--- src/sobm_fifo.sv ---
`default_nettype none
module sobm_fifo #(
	parameter int W     = 8,
	parameter int DEPTH = 2
) (
	input  wire logic         clk,
	input  wire logic         arst_n,
	input  wire logic         wr,
	input  wire logic [W-1:0] wdata,
	input  wire logic         rd,
	output logic      [W-1:0] rdata,
	output logic              full,
	output logic              empty
);

	localparam int PW = (DEPTH > 1) ? $clog2(DEPTH) : 1;
	localparam int CW = $clog2(DEPTH + 1);

	logic [W-1:0]  mem_q [DEPTH];
	logic [PW-1:0] wp_q, rp_q;
	logic [CW-1:0] cnt_q;

	assign full  = (cnt_q == CW'(DEPTH));
	assign empty = (cnt_q == '0);
	assign rdata = mem_q[rp_q];

	// Storage
	always_ff @(posedge clk) begin
		if (wr && !full) begin
			mem_q[wp_q] <= wdata;
		end
	end

	// Pointers and fill count
	always_ff @(posedge clk or negedge arst_n) begin
		if (!arst_n) begin
			wp_q  <= '0;
			rp_q  <= '0;
			cnt_q <= '0;
		end else begin
			if (wr && !full) begin
				wp_q <= (wp_q == PW'(DEPTH - 1)) ? '0 : wp_q + 1'b1;
			end
			if (rd && !empty) begin
				rp_q <= (rp_q == PW'(DEPTH - 1)) ? '0 : rp_q + 1'b1;
			end
			cnt_q <= cnt_q + CW'(wr && !full) - CW'(rd && !empty);
		end
	end

endmodule
`default_nettype wire

--- config.mk ---
export PLATFORM = sky130hd
export DESIGN_NAME = sobm_fifo
export DESIGN_NICKNAME = d
export VERILOG_FILES = /design/src/sobm_fifo.sv
export SDC_FILE = /design/constraint.sdc
export NUM_CORES = 1
export LEC_CHECK = 0
export BUFFER_PORTS_ARGS = -buffer_cell sky130_fd_sc_hd__buf_2
export CORE_MARGIN = 2
export CORE_UTILIZATION = 47
export CTS_CLUSTER_DIAMETER = 150
export DETAILED_ROUTE_END_ITERATION = 10
export PLACE_DENSITY_LB_ADDON = 0.1
export SYNTH_ARGS = -nofsm -noshare
export SYNTH_HDL_FRONTEND = slang
export SYNTH_SLANG_ARGS = --single-unit
--- constraint.sdc ---
create_clock -name clk -period 2.7 [get_ports clk]
set_clock_uncertainty 0.05 [all_clocks]
set_input_delay 0.135 -clock clk [delete_from_list [all_inputs] [get_ports clk]]
set_output_delay 0.135 -clock clk [all_outputs]
set_load 0.05 [all_outputs]
==> key figures <==
Clock tree
  • H-tree depth: 1
  • Buffer levels on the longest clock path: 2
  • PostCTS Resize Cnt: 0
  • CTS tree: done
  • CTS Buf Count: 3
  • CTS Root Cell: clkbuf_4
  • # Post-CTS Setup Buffers: 0
  • Cts hold-fix bufs: 9
  • Clk slew on worst S/H paths: 0.10 ns
  • Clock sink total: 20
  • Worst skew pair latency: 0.29 ns

Synth
  • Register area share after synthesis: 74.0%
  • Top cell type's share of synthesized area: 61.2%
  • Async SR Flop Fraction: 20.0%
  • Cells after synthesis: 43
  • Post-synth top cells: edfxtp_1 (16), mux2_2 (8), dfrtp_1 (4)
  • Distinct cell type count after synthesis: 14
  • Yosys top cell by area: edfxtp_1
  • Most used DFF post-synth: edfxtp_1
  • Post-synth EDFFs: 16
  • Ranking of synthesized cells by area: edfxtp_1 (61%), dfrtp_1 (13%), mux2_2 (11%)
  • Post-Syn Nets: 57
  • Synthesized area: 785 sq um
  • Seq cells post-synth: 20
  • Synth warn: 0
  • Synth Area per Inst: 18.2 sq um
  • Most frequent cell after synthesis: edfxtp_1

Die
  • Core area: 1540 sq um
  • Die span in x: 44.9 microns
  • Die height: 44.9 microns
  • Die area: 2010 sq um
  • Top Ports: 22
  • Initial core utilization: 50.9%
  • Row Count: 14

Worst setup path
  • Setup crit end kind: primary output
  • Worst Path Arrival: 1.46 ns
  • Critical path peak fanout: 9
  • Worst Setup Path Type: flop to primary output
  • CP startpoint kind: flop
  • Worst path required time: 2.52 ns

Worst hold path
  • Worst hold path type: primary input to async pin

Power and ir drop
  • Power Total: 1.19 mW
  • Clk pwr share: 13.8%
  • Pwr Density: 1160 nW/um^2
  • Seq pwr share: 41.2%
  • Sw Ratio: 42.3%
  • Static Leak: 0.427 nW
  • Sw power: 503 uW
  • Combinational fraction of design power: 45.0%
  • Int Power: 687 uW
  • VDD IR max: 678 uV

STA
  • TNS Setup: 0 ns
  • Final period demand of the worst path: 1.65 ns
  • Fmax: 607 MHz
  • Max-slew headroom: 54.1%
  • RSZ-0062 raised after global routing: no
  • Setup violations, final: 0
  • Max Transition Viols Final: 0
  • Crit share post-route: 61.0%
  • Final Hold Vio Count: 0
  • Worst Max-Slew Pin Slew: 0.686 ns

Job
  • Max-cap check violation count: 0

Global routing
  • Largest net degree at the start of global routing: 12
  • First-pass GRT wire length: 1.90 mm
  • Initial antenna violation count: 0
  • GRT Resource Usage Total: 13.9%
  • GRT Residual Overflow: 0
  • Vias in the first global route: 469

Final layout
  • Sequential cell area: 581 sq um
  • Syn-to-layout area delta: 30.6%
  • Share of cells above drive strength 1: 46.1%
  • Fillers: 118
  • Multi-input combinational cell area: 185 sq um
  • Diode count: 0
  • Nets@finish: 91

Route
  • WL final: 1.18 mm
  • # DRC: 0
  • Drt wl/cell: 12.8 microns
  • First DRT Iteration DRCs: 0
  • Via count of the routed design: 447
  • Post-route ant nets: 0
  • DR pass1 iterations: 1
  • Via/cell ratio: 4.86

Place
  • Number of I/O port buffers: 21
  • Hpwl dp: 810 microns
  • GP Congestion: 0.661

Run status
  • Status: complete, no violations
-- metrics by stage --
stage	worst slack (ns)	utilization, %	std cells	cell area (sq um)	hold slack [ns]
final	1.05	66.5	92	1020	0.109
after global routing	0.947	66.5	92	1020	0.0914
after CTS	1.02	66.5	92	1020	0.0919
after detailed placement	1.06	58.3	79	898	-0.104
after global placement	1.07	58.3	79	898	-0.105
after floorplan	0.823	-	43	785	-0.211
-- metal layers --
layer	GRT usage [%]	wire [microns]	vias up
li1	-	-	222
met1	12.7	477	213
met2	27.5	648	12
met3	3.60	49	0
met4	7.06	0	0
met5	0	0	-
-- cell type report --
cell class	count	area share (%)
Clock buffer	4	3.54
Tap cell	16	1.95
Timing Repair Buffer	30	19.0
Inverter	2	0.733
Sequential cell	20	56.7
Multi-Input combinational cell	20	18.1
-- cells by family (layout without fill, tap and decap cells) --
family | count (synthesis) | count (layout) | synth area share [%]
flops | 20 | 20 | 74.0
mux | 8 | 8 | 11.5
simple gates | 6 | 6 | 4.47
xor+xnor | 4 | 4 | 4.47
buf+inv | 3 | 36 | 2.39
fa+ha+maj | 2 | 2 | 3.19
-- registers in the layout, indices dropped and copies added (netlist names) --
name / flops
cnt_q: 2
mem_q: 16
rp_q: 1
wp_q: 1
-- power by group through the flow --
stage / logic, mW / clock network [mW] / registers (mW)
6_report: 0.536 / 0.164 / 0.490
5_1_grt: 0.569 / 0.185 / 0.502
4_1_cts: 0.545 / 0.172 / 0.493
3_5_place_dp: 0.536 / 0 / 0.497
3_3_place_gp: 0.530 / 0 / 0.496
2_1_floorplan: 0.472 / 0 / 0.466
-- placed cells by master (no fill, tap or decap), types with 2 or more instances in the layout --
cell type,count
xnor2_1,3
inv_1,2
ha_1,2
clkbuf_4,3
edfxtp_1,16
dfrtp_1,4
mux2_2,8
dlygate4sd3_1,9
buf_2,21
-- critical path: stages (launching register included) --
cell and delay, ns:
dfrtp_1 0.58, mux2_2 0.38, buf_2 0.21
-- path summary, 6_finish.rpt --
path / slack, ns / from / depth (start not counted) / end
worst max register to register: 1.07 / cnt_q[1] / 3 / mem_q[0][2]
worst max-delay path: 1.05 / rp_q / 2 / rdata[1]
worst min-delay path: 0.11 / arst_n / 2 / cnt_q[0]
worst min register to register: 0.46 / wp_q / 1 / wp_q
max in group asynchronous: 2.37 / arst_n / 2 / rp_q
min in group clk: 0.11 / wr / 3 / wp_q
Power figures use the tool's default switching activity.
