`config.mk`:
```
export PLATFORM = sky130hd
export DESIGN_NAME = sobm_front
export DESIGN_NICKNAME = d
export VERILOG_FILES = /design/src/sobm_pkg.sv /design/src/sobm_front.sv
export SDC_FILE = /design/constraint.sdc
export NUM_CORES = 1
export LEC_CHECK = 0
export BUFFER_PORTS_ARGS = -buffer_cell sky130_fd_sc_hd__buf_2
export CAP_MARGIN = 0
export CORE_UTILIZATION = 55
export CTS_BUF_LIST = sky130_fd_sc_hd__clkbuf_16
export DETAILED_ROUTE_END_ITERATION = 8
export HOLD_SLACK_MARGIN = 0.15
export PLACE_DENSITY = 0.83
export SLEW_MARGIN = 20
export SYNTH_ARGS = -nofsm -noshare
export SYNTH_HDL_FRONTEND = slang
export SYNTH_SLANG_ARGS = --single-unit
export TNS_END_PERCENT = 100
```
`constraint.sdc`:
```
create_clock -name clk -period 8.86 [get_ports clk]
set_clock_uncertainty 0.1 [all_clocks]
set_input_delay 0.443 -clock clk [delete_from_list [all_inputs] [get_ports clk]]
set_output_delay 0.443 -clock clk [all_outputs]
set_load 0.02 [all_outputs]
```
`src/sobm_pkg.sv`:
```
`default_nettype none
package sobm_pkg;

	// Default frame store limits
	localparam int DEF_MAX_WIDTH  = 2048;
	localparam int DEF_MAX_HEIGHT = 2048;

	// Configuration registers
	localparam int CFG_W = 12;
	localparam logic REG_FRAME_WIDTH  = 1'b0;
	localparam logic REG_FRAME_HEIGHT = 1'b1;
	localparam logic [CFG_W-1:0] RST_FRAME_WIDTH  = 12'd640;
	localparam logic [CFG_W-1:0] RST_FRAME_HEIGHT = 12'd480;

	// Input opcodes
	localparam logic OP_PIXEL = 1'b0;
	localparam logic OP_DRAIN = 1'b1;

	typedef struct packed {
		logic       opcode;
		logic [7:0] red_in;
		logic [7:0] green_in;
		logic [7:0] blue_in;
	} sobm_in_t;

	typedef struct packed {
		logic [7:0] red_edge;
		logic [7:0] green_edge;
		logic [7:0] blue_edge;
		logic       frame_end;
	} sobm_out_t;

	// Per-item classification handed from front to back
	typedef struct packed {
		logic emit;     // item releases a result
		logic last;     // result is the frame's last pixel
		logic left_z;   // left column outside the frame
		logic right_z;  // right column outside the frame
		logic top_z;    // top row outside the frame
		logic bot_z;    // bottom row outside the frame
	} sobm_flags_t;

endpackage
`default_nettype wire

```
`src/sobm_front.sv`:
```
`default_nettype none
module sobm_front
	import sobm_pkg::*;
#(
	parameter int MAX_WIDTH  = DEF_MAX_WIDTH,
	parameter int MAX_HEIGHT = DEF_MAX_HEIGHT
) (
	input  wire logic                         clk,
	input  wire logic                         arst_n,
	input  wire logic                         cfg_wr,
	input  wire logic                         cfg_index,
	input  wire logic [CFG_W-1:0]             cfg_data,
	input  wire logic                         push,
	input  wire sobm_in_t                     pixel,
	input  wire logic                         q_full,
	output logic                              q_push,
	output logic [$clog2(MAX_WIDTH)-1:0]      q_col,
	output logic [23:0]                       q_px,
	output sobm_flags_t                       q_flags
);

	localparam int AW = $clog2(MAX_WIDTH);
	localparam int WW = $clog2(MAX_WIDTH + 1);
	localparam int RW = $clog2(MAX_HEIGHT + 3);

	logic [CFG_W-1:0] frame_width_q, frame_height_q;
	logic [WW-1:0]    col_q;
	logic [RW-1:0]    row_q;

	logic [31:0] fw, fh, w, h, col_e, row_e, cr, nc;
	logic        wrap, col0, emit, beyond, lst, accept;

	assign accept = push && !q_full;
	assign q_push = accept;

	// Configuration registers
	always_ff @(posedge clk or negedge arst_n) begin
		if (!arst_n) begin
			frame_width_q  <= RST_FRAME_WIDTH;
			frame_height_q <= RST_FRAME_HEIGHT;
		end else if (cfg_wr) begin
			unique case (cfg_index)
				REG_FRAME_WIDTH:  frame_width_q  <= cfg_data;
				REG_FRAME_HEIGHT: frame_height_q <= cfg_data;
				default: ;
			endcase
		end
	end

	// Position of this request and its classification
	always_comb begin
		fw = 32'(frame_width_q);
		fh = 32'(frame_height_q);
		w  = (fw == 0) ? 32'd1 : ((fw > 32'(MAX_WIDTH)) ? 32'(MAX_WIDTH) : fw);
		h  = (fh == 0) ? 32'd1 : ((fh > 32'(MAX_HEIGHT)) ? 32'(MAX_HEIGHT) : fh);

		// stale column after a width change wraps to the next row
		wrap  = (32'(col_q) >= w);
		col_e = wrap ? 32'd0 : 32'(col_q);
		row_e = wrap ? 32'(row_q) + 32'd1 : 32'(row_q);
		col0  = (col_e == 0);

		// result trails the input by one row and one pixel
		emit   = (row_e >= 32'd2) || (row_e == 32'd1 && col_e >= 32'd1);
		cr     = col0 ? row_e - 32'd2 : row_e - 32'd1;
		beyond = (cr >= h);
		lst    = !beyond && (cr == h - 32'd1) && col0;
		nc     = col_e + 32'd1;

		q_col           = AW'(col_e);
		q_flags.emit    = emit && !beyond;
		q_flags.last    = emit && lst;
		q_flags.left_z  = col0 ? (w == 32'd1) : (col_e == 32'd1);
		q_flags.right_z = col0;
		q_flags.top_z   = (cr == 32'd0);
		q_flags.bot_z   = (cr + 32'd1 >= h);

		// drain items and pixels past the frame enter as black
		if (pixel.opcode == OP_DRAIN || row_e >= h) begin
			q_px = '0;
		end else begin
			q_px = {pixel.red_in, pixel.green_in, pixel.blue_in};
		end
	end

	// Raster counters
	always_ff @(posedge clk or negedge arst_n) begin
		if (!arst_n) begin
			col_q <= '0;
			row_q <= '0;
		end else if (accept) begin
			if (emit && (beyond || lst)) begin
				col_q <= '0;
				row_q <= '0;
			end else if (nc >= w) begin
				col_q <= '0;
				row_q <= RW'(row_e + 32'd1);
			end else begin
				col_q <= WW'(nc);
				row_q <= RW'(row_e);
			end
		end
	end

endmodule
`default_nettype wire

```
==> results.sh <==
export IMPL_power_density_nw_per_um2=313
export IMPL_clockPowerShare_pct=10.4
export IMPL_detailedPlacementHpwl_um=13600
export IMPL_final_hold_worst_slack_ns=0.261
export IMPL_seq_total_area_yosys_pct=20.2
export IMPL_layout_drive_gt1_share_pct=19.0
export IMPL_wire_per_inst_um=18.6
export IMPL_layout_worst_path_cycle_share_pct=89.2
export IMPL_layout_cells_most_common="sky130_fd_sc_hd__buf_2"
export IMPL_swShare_pct=48.7
export IMPL_internal_power_mw=1.07
export IMPL_critical_path_startpoint_type="flip-flop"
export IMPL_antenna_viol_nets_final=0
export IMPL_async_sr_flop_fraction_pct=100
export IMPL_setup_reg_to_reg_worst_slack_ns=1.28
export IMPL_cp_endpoint="q_flags[0]"
export IMPL_setup_worst_path_class="flip-flop to output pin"
export IMPL_worstPathArrival_ns=7.36
export IMPL_detailedRoute_firstIterationViolations=534
export IMPL_synth_top_flop_cell="sky130_fd_sc_hd__dfrtp_1"
export IMPL_clk_transition_reported_paths_ns=0.06
export IMPL_cts_num_sinks=48
export IMPL_port_buffer_count=84
export IMPL_setup_total_negative_slack_ns=0
export IMPL_vias_in_the_first_global_route=5575
export IMPL_clockBufferDepth=2
export IMPL_worst_slew_margin_rel_pct=29.1
export IMPL_sum_of_overflow_across_all_layers_after_global_routing=0
export IMPL_grt_first_pass_wirelength_um=27800
export IMPL_detailroute_via_count=5833
export IMPL_netlist_area_um2=5990
export IMPL_drv_cap=0
export IMPL_design_core_area_um2=10500
export IMPL_worst_setup_path_end_kind="output pin"
export IMPL_cell_count_post_placement=921
export IMPL_worst_hold_path_type="primary input to flip-flop"
export IMPL_timing_hold_violations_final=0
export IMPL_setup_repair_after_global_routing_missed_its_margin="no"
export IMPL_hp_start="cfg_data[0]"
export IMPL_r2r_start="frame_width_q[4]"
export IMPL_number_of_flops_mapped_to_enable_cells_by_yosys=0
export IMPL_area_growth_syn_to_layout_pct=11.3
export IMPL_drt_first_pass_iters=7
export IMPL_rr_endpoint="col_q[8]"
export IMPL_worst_ep_required_time_ns=8.32
export IMPL_grt_start_max_net_pins=49
export IMPL_drc=0
export IMPL_max_rail_drop_vdd_mv=0.209
export IMPL_die_area_um2=11300
export IMPL_cts_repair_timing_setup_buffer_count=0
export IMPL_die_h_um=106
export IMPL_drt_total_wl_um=17300
export IMPL_die_w_um=106
export IMPL_cts_root_buf="sky130_fd_sc_hd__clkbuf_16"
export IMPL_worst_slew_pin_slew_ns=1.06
export IMPL_max_freq_mhz=126
export IMPL_power_combinational_fraction_pct=75.1
export IMPL_postSynthRegisterBits=48
export IMPL_clock_insertion_delay_worst_skew_ns=0.29
export IMPL_final_setup_worst_slack_ns=0.954
export IMPL_placementRows=37
export IMPL_synthesis_instances=729
export IMPL_sequentialPowerShare_pct=14.5
export IMPL_maxSlewViolCount=0
export IMPL_post_synth_cell_area_avg_um2=8.22
export IMPL_power_net_switching_mw=1.02
export IMPL_dpl_worst_slack_ns=1.36
export IMPL_cellLeakagePower_nw=3.28
export IMPL_cts_htree_levels=2
export IMPL_synth_fp_nets=848
export IMPL_post_drt_via_cell_ratio=6.27
export IMPL_globalplace_congestion=0.958
export IMPL_number_of_antenna_violations_at_the_first_check_in_global_routing=0
export IMPL_antenna_diode_count=0
export IMPL_yosys_warnings=0
export IMPL_layout_nets=912
export IMPL_setup_violations=0
export IMPL_final_period_minus_worst_setup_slack_ns=7.91
export IMPL_stdcell_count=930
export IMPL_post_dp_cell_area_um2=6490
export IMPL_worst_setup_path_startpoint="frame_width_q[4]"
export IMPL_cts_tree="built"
export IMPL_status="finished clean"
export IMPL_r2r_cell_count=26
export IMPL_clock_buffer_count_from_cts=5
export IMPL_fin_area_um2=6670
export IMPL_final_cell_mix="sky130_fd_sc_hd__buf_2 (83), sky130_fd_sc_hd__nand2_1 (79), sky130_fd_sc_hd__nor2_1 (77)"
export IMPL_crit_path_max_fanout=16
export IMPL_initial_utilization_pct=57.3
export IMPL_grt_use_total_pct=30.8
export IMPL_synth_lib_cells_used_distinct=72
export IMPL_io_pins=85
==> synth_stat cells, drive strengths merged (4+ instances only) <==
library cell,instances,area [um^2]
o31ai,5,37.5
inv,30,113
buf,8,47.5
clkbuf,25,93.8
o21ai,24,120
a21o,25,188
and3,18,113
nor2,77,289
xor2,19,174
or2,4,25.0
ha,76,951
a211oi,5,37.5
xnor2,48,435
nand3,26,130
a31oi,4,25.0
and2,10,62.6
nor4,15,143
nor3,22,115
o21a,12,90.1
dfrtp,42,1050
nor2b,7,43.8
a21oi,24,120
a22o,17,149
nand2,79,297
o211ai,6,50.1
dfstp,6,158
nand4,10,62.6
nand2b,9,63.8
mux2,24,270
==> critical path, cell delays in order (launching register included) <==
cell                        delay [ns]
sky130_fd_sc_hd__dfrtp_1          0.41
sky130_fd_sc_hd__nor4_1           0.35
sky130_fd_sc_hd__nand3_1          0.15
sky130_fd_sc_hd__a21oi_1          0.24
sky130_fd_sc_hd__ha_1             0.27
sky130_fd_sc_hd__nand2b_4         0.15
sky130_fd_sc_hd__a2111oi_4        0.45
sky130_fd_sc_hd__o31a_1           0.20
sky130_fd_sc_hd__buf_4            0.21
sky130_fd_sc_hd__nand2_1          0.31
sky130_fd_sc_hd__a21oi_1          0.58
sky130_fd_sc_hd__ha_1             0.32
sky130_fd_sc_hd__a21oi_1          0.10
sky130_fd_sc_hd__a221oi_2         0.23
sky130_fd_sc_hd__o211ai_2         0.22
sky130_fd_sc_hd__a311oi_1         0.44
sky130_fd_sc_hd__xnor2_1          0.34
sky130_fd_sc_hd__nand3_1          0.28
sky130_fd_sc_hd__nor2_1           0.23
sky130_fd_sc_hd__nand3_1          0.13
sky130_fd_sc_hd__xnor2_1          0.19
sky130_fd_sc_hd__ha_1             0.20
sky130_fd_sc_hd__nand4b_1         0.15
sky130_fd_sc_hd__or4_1            0.41
sky130_fd_sc_hd__a21oi_1          0.11
sky130_fd_sc_hd__o21ai_0          0.09
sky130_fd_sc_hd__o21bai_1         0.15
sky130_fd_sc_hd__buf_2            0.16
==> power by group through the flow <==
stage	Clock (mW)	Combinational (mW)	Sequential [mW]
4_1_cts	0.219	1.55	0.300
2_1_floorplan	0	1.21	0.280
3_3_place_gp	0	1.48	0.300
5_1_grt	0.227	1.73	0.307
3_5_place_dp	0	1.53	0.304
6_report	0.218	1.57	0.302
==> layer usage <==
metal | share of wire [%] | vias up | track usage [%] | wire length, um
met2 | 48 | 231 | 51.8 | 8310
met4 | 1.4 | 0 | 8.04 | 237
met1 | 44 | 2821 | 41.6 | 7660
met3 | 6.3 | 29 | 3.80 | 1090
met5 | 0 | - | 0 | 0
li1 | - | 2752 | - | -
==> registers in the layout, summed over array words and instances (netlist names) <==
signal	flops
frame_height_q	12
frame_width_q	12
col_q	12
row_q	12
==> how the worst min path moves through the flow <==
stage / slack [ns] / to / cells past startpoint
after floorplan: 0.05 / col_q[0] / 0
after global placement: 0.41 / frame_width_q[4] / 1
after detailed placement: 0.42 / frame_width_q[5] / 1
after CTS: 0.26 / frame_width_q[0] / 3
after global routing: 0.29 / frame_width_q[0] / 3
final: 0.26 / frame_width_q[0] / 3
==> cell type report <==
cell class | count | area (um^2)
Clock buffer | 5 | 125
Clock inverter | 3 | 42.5
Fill cell | 930 | 3790
Inverter | 30 | 113
Multi-Input combinational cell | 618 | 4540
Sequential cell | 48 | 1210
Tap cell | 136 | 170
Timing Repair Buffer | 90 | 470
==> cell families (layout without fill, tap and decap cells) <==
group	count (synthesis)	in the layout	share of synthesized area (%)
and+or+nand+nor	291	291	24.3
AOI/OAI and AO/OA	156	156	19.5
adders and majority gates	76	76	15.9
xor gates and xnor gates	70	70	11.3
buffers and inverters	63	128	4.24
DFF	48	48	20.2
muxes	25	25	4.68
==> per-stage QoR <==
stage	util [%]	total power, mW
CTS	63.6	2.07
floorplan	-	1.49
finish	63.8	2.09
global route	63.8	2.27
global placement	62.0	1.78
detailed placement	62.0	1.84
==> timing repair <==
action                                 4_1_cts  5_1_grt
hold buffers                                 0        1
endpoints found under the hold margin        0       42
gates resized for setup                      0        0
Power figures use the tool's default switching activity.
